--- config.mk ---
export PLATFORM = sky130hd
export DESIGN_NAME = encoder_speed_pd_motor_loop
export DESIGN_NICKNAME = d
export VERILOG_FILES = /design/src/hw/rtl/espd_pkg.sv /design/src/hw/rtl/espd_core.sv /design/src/hw/rtl/encoder_speed_pd_motor_loop.sv
export SDC_FILE = /design/constraint.sdc
export NUM_CORES = 1
export LEC_CHECK = 0
export BUFFER_PORTS_ARGS = -buffer_cell sky130_fd_sc_hd__buf_4
export CORE_MARGIN = 2
export CORE_UTILIZATION = 40
export DETAILED_ROUTE_END_ITERATION = 8
export SKIP_CTS_REPAIR_TIMING = 1
export SYNTH_ARGS = -nofsm -noshare
export SYNTH_HDL_FRONTEND = slang
export SYNTH_SLANG_ARGS = --single-unit
--- constraint.sdc ---
create_clock -name clk -period 14.83 [get_ports clk]
set_input_delay 0.7415 -clock clk [delete_from_list [all_inputs] [get_ports clk]]
set_output_delay 0.7415 -clock clk [all_outputs]
set_load 0.02 [all_outputs]
--- src/hw/rtl/espd_pkg.sv ---
// Shared types and constants for the encoder speed PD motor loop.
`default_nettype none
package espd_pkg;

    localparam int unsigned DUTY_W   = 14;
    localparam int unsigned POS_W    = 16;
    localparam int unsigned TGT_W    = 8;
    localparam int unsigned CH_NUM   = 2;
    localparam int unsigned CFG_IDX_W = 3;
    localparam int unsigned CFG_DATA_W = 14;
    // wide enough for duty + target - 2*speed + prev speed without overflow
    localparam int unsigned SUM_W    = 19;

    localparam logic [TGT_W-1:0]  RST_RUN_SPEED   = 8'd4;
    localparam logic [DUTY_W-1:0] RST_DUTY_MIN    = 14'd508;
    localparam logic [DUTY_W-1:0] RST_DUTY_MAX    = 14'd1016;
    localparam logic [DUTY_W-1:0] RST_DUTY_CENTER = 14'd745;
    localparam logic [1:0]        RST_INVERT      = 2'd2;

    typedef enum logic [1:0] {
        MODE_EDGE   = 2'd0,
        MODE_TICK   = 2'd1,
        MODE_SET    = 2'd2,
        MODE_BUTTON = 2'd3
    } mode_t;

    typedef enum logic [CFG_IDX_W-1:0] {
        CFG_RUN_SPEED   = 3'd0,
        CFG_DUTY_MIN    = 3'd1,
        CFG_DUTY_MAX    = 3'd2,
        CFG_DUTY_CENTER = 3'd3,
        CFG_INVERT      = 3'd4
    } cfg_idx_t;

    typedef struct packed {
        mode_t             mode;
        logic              channel;
        logic              phase_b;
        logic [DUTY_W-1:0] duty_value;
    } item_t;

    typedef struct packed {
        logic [TGT_W-1:0]  run_speed;
        logic [DUTY_W-1:0] duty_min;
        logic [DUTY_W-1:0] duty_max;
        logic [1:0]        invert;
    } cfg_t;

    typedef struct packed {
        logic              channel;
        logic [DUTY_W-1:0] duty;
        logic [POS_W-1:0]  speed;
        logic              running;
    } result_t;

endpackage
`default_nettype wire

--- src/hw/rtl/espd_core.sv ---
// Loop state (per-channel position, speed and duty; shared run flag and target) and the update for one request.
`default_nettype none
module espd_core
    import espd_pkg::*;
(
    input  wire logic    clk,
    input  wire logic    rst_n,
    input  wire logic    fire,
    input  wire item_t   item,
    input  wire cfg_t    cfg,
    output result_t      res
);

    logic [POS_W-1:0]  pos_reg      [CH_NUM];
    logic [POS_W-1:0]  last_pos_reg [CH_NUM];
    logic [POS_W-1:0]  cur_spd_reg  [CH_NUM];
    logic [POS_W-1:0]  prev_spd_reg [CH_NUM];
    logic [DUTY_W-1:0] duty_reg     [CH_NUM];
    logic              run_reg;
    logic [TGT_W-1:0]  target_reg;

    logic [POS_W-1:0]  pos_next;
    logic [POS_W-1:0]  last_pos_next;
    logic [POS_W-1:0]  cur_spd_next;
    logic [POS_W-1:0]  prev_spd_next;
    logic [DUTY_W-1:0] duty_next;
    logic              run_next;
    logic [TGT_W-1:0]  target_next;

    logic              ch;
    logic              count_up;
    logic [POS_W-1:0]  pos_stepped;
    logic [POS_W-1:0]  meas_spd;
    logic signed [SUM_W-1:0] sp_ext;
    logic signed [SUM_W-1:0] ps_ext;
    logic signed [SUM_W-1:0] sum;
    logic signed [SUM_W-1:0] lo_clamped;
    logic signed [SUM_W-1:0] clamped;
    logic signed [SUM_W-1:0] min_ext;
    logic signed [SUM_W-1:0] max_ext;

    assign ch = item.channel;

    always_comb
    begin
        count_up    = ~item.phase_b ^ cfg.invert[ch];
        pos_stepped = count_up ? pos_reg[ch] + POS_W'(1) : pos_reg[ch] - POS_W'(1);
        meas_spd    = pos_reg[ch] - last_pos_reg[ch];

        sp_ext  = SUM_W'(signed'(meas_spd));
        ps_ext  = SUM_W'(signed'(cur_spd_reg[ch]));
        min_ext = signed'(SUM_W'(cfg.duty_min));
        max_ext = signed'(SUM_W'(cfg.duty_max));
        sum     = signed'(SUM_W'(duty_reg[ch])) + signed'(SUM_W'(target_reg))
                  - sp_ext - sp_ext + ps_ext;
        // low limit first, high limit wins when limits cross
        lo_clamped = (sum < min_ext) ? min_ext : sum;
        clamped    = (lo_clamped > max_ext) ? max_ext : lo_clamped;

        pos_next      = pos_reg[ch];
        last_pos_next = last_pos_reg[ch];
        cur_spd_next  = cur_spd_reg[ch];
        prev_spd_next = prev_spd_reg[ch];
        duty_next     = duty_reg[ch];
        run_next      = run_reg;
        target_next   = target_reg;

        case (item.mode)
            MODE_EDGE:
            begin
                pos_next = pos_stepped;
            end
            MODE_TICK:
            begin
                prev_spd_next = cur_spd_reg[ch];
                cur_spd_next  = meas_spd;
                last_pos_next = pos_reg[ch];
                duty_next     = clamped[DUTY_W-1:0];
            end
            MODE_SET:
            begin
                duty_next = item.duty_value;
            end
            MODE_BUTTON:
            begin
                run_next    = ~run_reg;
                target_next = run_reg ? '0 : cfg.run_speed;
            end
            default:
            begin
                pos_next = pos_reg[ch];
            end
        endcase

        res.channel = ch;
        res.duty    = duty_next;
        res.speed   = cur_spd_next;
        res.running = run_next;
    end

    always_ff @(posedge clk or negedge rst_n)
    begin
        if (!rst_n)
        begin
            for (int i = 0; i < CH_NUM; i++)
            begin
                pos_reg[i]      <= '0;
                last_pos_reg[i] <= '0;
                cur_spd_reg[i]  <= '0;
                prev_spd_reg[i] <= '0;
                duty_reg[i]     <= RST_DUTY_CENTER;
            end
            run_reg    <= 1'b0;
            target_reg <= '0;
        end
        else if (fire)
        begin
            pos_reg[ch]      <= pos_next;
            last_pos_reg[ch] <= last_pos_next;
            cur_spd_reg[ch]  <= cur_spd_next;
            prev_spd_reg[ch] <= prev_spd_next;
            duty_reg[ch]     <= duty_next;
            run_reg          <= run_next;
            target_reg       <= target_next;
        end
    end

    a_edge_step: assert property (@(posedge clk) disable iff (!rst_n)
        (fire && item.mode == MODE_EDGE) |=>
            ((pos_reg[$past(ch)] - $past(pos_reg[ch])) == POS_W'(1) ||
             (pos_reg[$past(ch)] - $past(pos_reg[ch])) == {POS_W{1'b1}}))
        else $error("encoder edge did not step position by one");

    a_tick_clamp: assert property (@(posedge clk) disable iff (!rst_n)
        (fire && item.mode == MODE_TICK && cfg.duty_min <= cfg.duty_max) |=>
            (duty_reg[$past(ch)] >= $past(cfg.duty_min) &&
             duty_reg[$past(ch)] <= $past(cfg.duty_max)))
        else $error("duty after tick outside limits");

    a_button_toggle: assert property (@(posedge clk) disable iff (!rst_n)
        (fire && item.mode == MODE_BUTTON) |=>
            (run_reg != $past(run_reg) && (run_reg || target_reg == '0)))
        else $error("run button did not toggle run mode");

endmodule
`default_nettype wire

--- src/hw/rtl/encoder_speed_pd_motor_loop.sv ---
// Top level of the two-channel encoder speed PD motor loop.
`default_nettype none
// Two-channel motor speed loop. Each request carries a mode: an encoder edge
// steps the channel's 16-bit wrapping position (phase B low counts up unless
// the channel's invert bit is set), a speed tick measures counts since the
// last tick and adds (target - speed) - (speed - previous speed) to the
// channel's duty, clamped to [duty_min, duty_max] with duty_max winning if
// the limits cross, a set-duty request loads duty_value unclamped, and a run
// button toggles run mode, latching run_speed (or 0) as the target. Every
// request returns one result with the channel's duty, last speed and the run
// flag. Throughput is one request per clock while the output is not stalled;
// a result passes through an input register, then a result register, and
// the loop state is updated as the request moves between them.
// The config port never stalls. Writes to duty_center are taken but reset
// always loads both duties with 745.
module encoder_speed_pd_motor_loop
    import espd_pkg::*;
(
    input  wire logic                  clk,
    input  wire logic                  rst_n,

    input  wire logic                  in_valid,
    output logic                       in_stall,
    input  wire logic [1:0]            mode,
    input  wire logic                  channel,
    input  wire logic                  phase_b,
    input  wire logic [DUTY_W-1:0]     duty_value,

    output logic                       out_valid,
    input  wire logic                  out_stall,
    output logic                       out_channel,
    output logic [DUTY_W-1:0]          duty,
    output logic signed [POS_W-1:0]    speed,
    output logic                       running,

    input  wire logic                  cfg_valid,
    output logic                       cfg_ready,
    input  wire logic [CFG_IDX_W-1:0]  cfg_index,
    input  wire logic [CFG_DATA_W-1:0] cfg_data
);

    // input stage
    item_t   s1_item_reg;
    logic    s1_valid_reg;
    // result stage
    result_t res_reg;
    logic    out_valid_reg;
    // config registers
    cfg_t    cfg_reg;

    logic    accept;
    logic    adv;       // result stage can take a new result
    logic    move;      // input stage request is processed this cycle
    result_t res_next;

    assign adv      = ~out_valid_reg | ~out_stall;
    assign move     = s1_valid_reg & adv;
    assign in_stall = s1_valid_reg & ~adv;
    assign accept   = in_valid & ~in_stall;

    always_ff @(posedge clk or negedge rst_n)
    begin
        if (!rst_n)
        begin
            s1_valid_reg <= 1'b0;
        end
        else if (accept)
        begin
            s1_valid_reg <= 1'b1;
        end
        else if (move)
        begin
            s1_valid_reg <= 1'b0;
        end
    end

    always_ff @(posedge clk)
    begin
        if (accept)
        begin
            s1_item_reg.mode       <= mode_t'(mode);
            s1_item_reg.channel    <= channel;
            s1_item_reg.phase_b    <= phase_b;
            s1_item_reg.duty_value <= duty_value;
        end
    end

    // state update happens together with the move into the result stage
    espd_core u_core (
        .clk   (clk),
        .rst_n (rst_n),
        .fire  (move),
        .item  (s1_item_reg),
        .cfg   (cfg_reg),
        .res   (res_next)
    );

    always_ff @(posedge clk or negedge rst_n)
    begin
        if (!rst_n)
        begin
            out_valid_reg <= 1'b0;
        end
        else if (adv)
        begin
            out_valid_reg <= s1_valid_reg;
        end
    end

    always_ff @(posedge clk)
    begin
        if (move)
        begin
            res_reg <= res_next;
        end
    end

    assign out_valid   = out_valid_reg;
    assign out_channel = res_reg.channel;
    assign duty        = res_reg.duty;
    assign speed       = signed'(res_reg.speed);
    assign running     = res_reg.running;

    // config writes
    assign cfg_ready = 1'b1;

    always_ff @(posedge clk or negedge rst_n)
    begin
        if (!rst_n)
        begin
            cfg_reg.run_speed <= RST_RUN_SPEED;
            cfg_reg.duty_min  <= RST_DUTY_MIN;
            cfg_reg.duty_max  <= RST_DUTY_MAX;
            cfg_reg.invert    <= RST_INVERT;
        end
        else if (cfg_valid && cfg_ready)
        begin
            case (cfg_idx_t'(cfg_index))
                CFG_RUN_SPEED:   cfg_reg.run_speed <= cfg_data[TGT_W-1:0];
                CFG_DUTY_MIN:    cfg_reg.duty_min  <= cfg_data[DUTY_W-1:0];
                CFG_DUTY_MAX:    cfg_reg.duty_max  <= cfg_data[DUTY_W-1:0];
                CFG_DUTY_CENTER: ; // ignored; reset always loads 745
                CFG_INVERT:      cfg_reg.invert    <= cfg_data[1:0];
                default:         ;
            endcase
        end
    end

    a_s1_hold: assert property (@(posedge clk) disable iff (!rst_n)
        (s1_valid_reg && !adv) |=> (s1_valid_reg && $stable(s1_item_reg)))
        else $error("input stage lost a blocked request");

    a_move_result: assert property (@(posedge clk) disable iff (!rst_n)
        move |=> out_valid_reg)
        else $error("processed request produced no result");

    a_stall_cause: assert property (@(posedge clk) disable iff (!rst_n)
        in_stall |-> (s1_valid_reg && out_valid_reg && out_stall))
        else $error("input stalled without a blocked result");

endmodule
`default_nettype wire
=== Word-level counts from Yosys, hierarchy flattened ===
Cells that the tools add are included.
W data, S select, Z words.

* Flip-flop bits (word level): 223
* Latch bits: 0
* RAM bits: 0
* Memory bits (read-only): 0
* Bits of input ports: 40
* Logic and storage cells: 96
* Memories kept: 0

* Add/sub/neg operators: 7
* Multipliers: 0
* Divide/modulo/power cells: 0
* Magnitude comparators: 5
* Eq/ne operators: 6
* Shift operators: 0
* Multiplexer cells: 33
* Bitwise gates (word level): 12
* Reduce and logical (&&, ||, !) cells: 9

{| class="wikitable"
|+ Operators with widths
! kind !! number
|-
| $mux W16 || 14
|-
| $bwmux W32 || 3
|-
| $mux W14 || 5
|-
| $bwmux W28 || 1
|-
| $pmux W14 S2 || 1
|-
| $add A19 B16 Y19 || 1
|-
| $gt A19 B15 Y1 || 1
|-
| $lt A19 B15 Y1 || 1
|-
| $mux W19 || 1
|-
| $sub A19 B16 Y19 || 1
|-
| $sub A16 B16 Y17 || 1
|-
| $add A16 B1 Y16 const B || 1
|-
| $demux W16 S1 || 1
|-
| $sub A16 B1 Y16 const B || 1
|-
| $sub A16 B16 Y16 || 1
|-
| $add A14 B8 Y15 || 1
|-
| $demux W14 S1 || 1
|-
| $reduce_and A2 Y1 || 5
|-
| $mux W8 || 1
|-
| $not A1 Y1 || 6
|-
| $mux W1 || 5
|-
| $eq A2 B2 Y1 const B || 2
|-
| $and A1 B1 Y1 || 3
|-
| $eq A3 B1 Y1 const B || 1
|-
| 13 further kinds || 13
|}

=== Longest topological paths before layout ===
* Word-level depth: 14
* Gate-level depth with buffers: 53
* Gate-level depth less buffers: 47

=== By module ===
A second synthesis with hierarchy kept.

* Cells, all modules: 1338
* Area total of the unflattened synthesis: 13628.1 um^2

{| class="wikitable"
|+ Modules (own cells, without submodules)
! module !! instances !! cells an instance !! area an instance (um^2)
|-
| espd_core || 1 || 1194 || 10541.4
|-
| encoder_speed_pd_motor_loop || 1 || 144 || 3086.7
|}

=== Worst setup path after synthesis ===
No wires, ideal clock.

* Path type: register -> register
* From: reg s1_item_reg[15] (netlist bit)
* To: reg res_reg (netlist bit duty[5]) (data pin)
* Arrival: 11.248 ns
* Required time: 14.571 ns
* Setup slack: 3.323 ns
* Stages on the path, launching flop included: 52
* Path through: edfxtp_1 -> buf_2 -> buf_2 -> buf_1 -> buf_1 -> mux2i_1 -> inv_1 -> ha_1 -> nor2b_1 -> o31a_1 -> o41a_1 -> nor2_1 -> o21bai_1 -> a21oi_1 -> xor2_1 -> ha_1 -> inv_1 -> o41ai_1 -> (+16 left out) -> ha_1 -> clkbuf_1 -> clkinv_1 -> clkbuf_1 -> nand3b_1 -> o21ai_0 -> or2_2 -> ha_1 -> nand4_1 -> nor2_1 -> nand4_1 -> mux2_2 -> a221oi_1 -> a311oi_4 -> buf_6 -> mux2_1 -> a21oi_1 -> nor2_1

{| class="wikitable"
|+ RTL lines
! item !! RTL line !! text
|-
| start, declared || encoder_speed_pd_motor_loop.sv:43 || <nowiki>item_t s1_item_reg;</nowiki>
|-
| end signal, assigned || encoder_speed_pd_motor_loop.sv:114 || <nowiki>res_reg <= res_next;</nowiki>
|-
| end, declared || encoder_speed_pd_motor_loop.sv:46 || <nowiki>result_t res_reg;</nowiki>
|}

==> metrics.txt <==
outcome=completed; Clock Path Buffers=3; max incr delay on CP=about 0.95 ns; leading cell type in the layout, fill and taps excluded=nand2_1; R2R depth=44; async set-reset flop share out of synthesis=between 70% and 80%; ant diodes=0; die area=roughly 37,000 um2; total CTS buffers=27; max-slew violations=0; # DRC=0; largest net degree at the start of global routing=slightly above 60; Max Clk Rate=just under 80 MHz; Critical Path Slowest Stage Cell=a311oi_4; vias in the first global route=about 11,000; crit-path most repeated cell=ha_1; Crit path required time=about 15 ns; wire per inst=18.24 um; syn avg cell area=roughly 9.4 um2; metal2 WL=approximately 17 mm; CTS tree=built; max-cap violations=0; synthesized area=around 14,000 um2; H-Tree Depth=1; initial antenna violation count=0; setup total negative slack=0 ns; Worst EP arrival=about 13 ns; post-DP HPWL=28.25 mm; type of destination of the critical path=register; global placement routability congestion=~0.91; Synth area leaders=dfrtp_1 25%, edfxtp_1 10%, ha_1 9.1%; warnings from Yosys=0; Core Rows=between 60 and 70; Crit Path Max Fanout=23; Hold Fails Final Rpt=0; Iteration-0 DRC Markers=approximately 800; synthesized instance count=roughly 1,500; gr ovfl total=0; fin crit share=between 80% and 90%; CP Launch Type=register; first-pass GRT wire length=between 60 and 70 mm; most frequent cells in the layout=232 x nand2_1, 145 x dfrtp_1, 141 x o21ai_0; critical path class=register to register; total number of vias=11,222; Synth top area share=approximately a quarter; worst min path class=input pin to async pin; metal3 WL=1.631 mm; Vias per Instance=5.411; capturing point of the worst reg2reg path=duty[3]; DR top layer=met4; Synth cell types=79; max FFs per register=38; layout cells sized above 1=14.69%; Yosys top cell by area=dfrtp_1; setup slack, reg-to-reg=between 1.5 and 2 ns; RSZ-0062 raised after global routing=no; IO Pins=75; wl on met1=between 15 and 20 mm; Worst Max-Slew Pin Slew=about 1.1 ns; Tmin final=~13 ns; crit path to=duty[3]; CTS Sinks=223; Synth Flop Type=dfrtp_1; Core Area=approximately 35,000 um2; sequential share of the synthesized area=between 40 and 50%; Initial Util=40.52%; Routed Antenna Nets=0; Net Count, Synth=1,694; number of synthesized flops with an enable pin=50; Post-DP Area=15,410 um2; post-route cell area=~16,000 um2; total track usage=about a fifth; Worst slew margin=23.40%; RR Startpoint=s1_item_reg[15]; final wirelength=37.82 mm; Port Buffers=73; CTS clk-pin slew, worst paths=0.06 ns; final net count=1,752; die extent in y=slightly below 200 um; launch point of the critical path=s1_item_reg[15]; Seq cells post-synth=~220; drt pass-1 iters=5; clock skew=between 0.02 and 0.03 ns; clk root buf=clkbuf_16; die width=a little under 200 um; final setup fails=0; P&R area growth vs syn=13.67%; Worst-Skew Late Latency=0.56 ns
[routing by layer]
metal	up-vias	track usage (%)
li1	5506	-
met1	5385	28.43
met2	273	32.78
met3	58	2.040
met4	0	5.230
met5	-	0
[synthesized netlist by cell type, types with 18 or more instances]
| master | count |
|---|---|
| nor3_1 | 23 |
| o21a_1 | 18 |
| a21o_1 | 27 |
| nand2b_1 | 24 |
| xnor2_1 | 52 |
| inv_1 | 90 |
| ha_1 | 104 |
| dfstp_2 | 28 |
| nor2b_1 | 18 |
| o21ai_0 | 141 |
| mux2i_1 | 53 |
| clkbuf_1 | 43 |
| a21oi_1 | 97 |
| mux2_2 | 61 |
| dfrtp_1 | 145 |
| nand2_1 | 233 |
| nor2_1 | 113 |
| edfxtp_1 | 50 |
[cells by family (layout without fill, tap and decap cells)]
group                    Yosys count  after routing  synth area share (%)
AND/OR/NAND/NOR                  476            476                 14.67
AO/OA/AOI/OAI                    381            381                 16.51
flip-flops                       223            223                 40.80
buffers and inverters            151            230                 4.073
adder cells (fa/ha/maj)          120            120                 11.28
multiplexers                     116            116                 8.624
XOR/XNOR                          66             66                 4.021
other                              1              1               0.02608
[stage by stage]
stage | worst slack (ns) | hold WS, ns | cells | utilization [%]
5_1_grt | 0.6486 | 0.1673 | 2074 | 46.06
3_5_place_dp | 2.042 | 0.4603 | 2024 | 43.43
3_3_place_gp | 2.342 | 0.4550 | 2024 | 43.43
4_1_cts | 1.980 | 0.1648 | 2074 | 46.06
2_1_floorplan | 3.323 | 0.4206 | 1534 | -
6_report | 1.855 | 0.1404 | 2074 | 46.06
[worst max-delay path, delay by kind of cell, from the launching register on]
kind            cells  cell delay (ns)
simple gates       10             2.04
fa+ha+maj           6             2.11
xor+xnor            2             0.38
compound gates     18             4.82
flops               1             0.94
mux                 3             1.07
buf+inv             5             1.31
[cell type report]
cell class | instances | area (um2)
clock inverter | 15 | 187.7
fill | 3311 | 19140
tap | 461 | 576.8
multi-input combinational | 1160 | 7953
timing repair buffer | 89 | 671.9
sequential | 223 | 5866
clock buffer | 35 | 747.0
inverter | 91 | 341.6
[how the worst min path moves through the flow]
stage,cells after the start,slack (ns),end,from
after detailed placement,1,0.46,u_core.pos_reg[0],u_core.pos_reg[0]
after global placement,2,0.45,u_core.cur_spd_reg[24],u_core.cur_spd_reg[24]
after global routing,1,0.17,cfg_reg[26],rst_n
final,1,0.14,cfg_reg[25],rst_n
after floorplan,0,0.42,out_channel,s1_item_reg[15]
after CTS,1,0.16,cfg_reg[26],rst_n
Power is not shown: default switching activity piles up to over one toggle a cycle in this logic, so the estimate is an artifact.
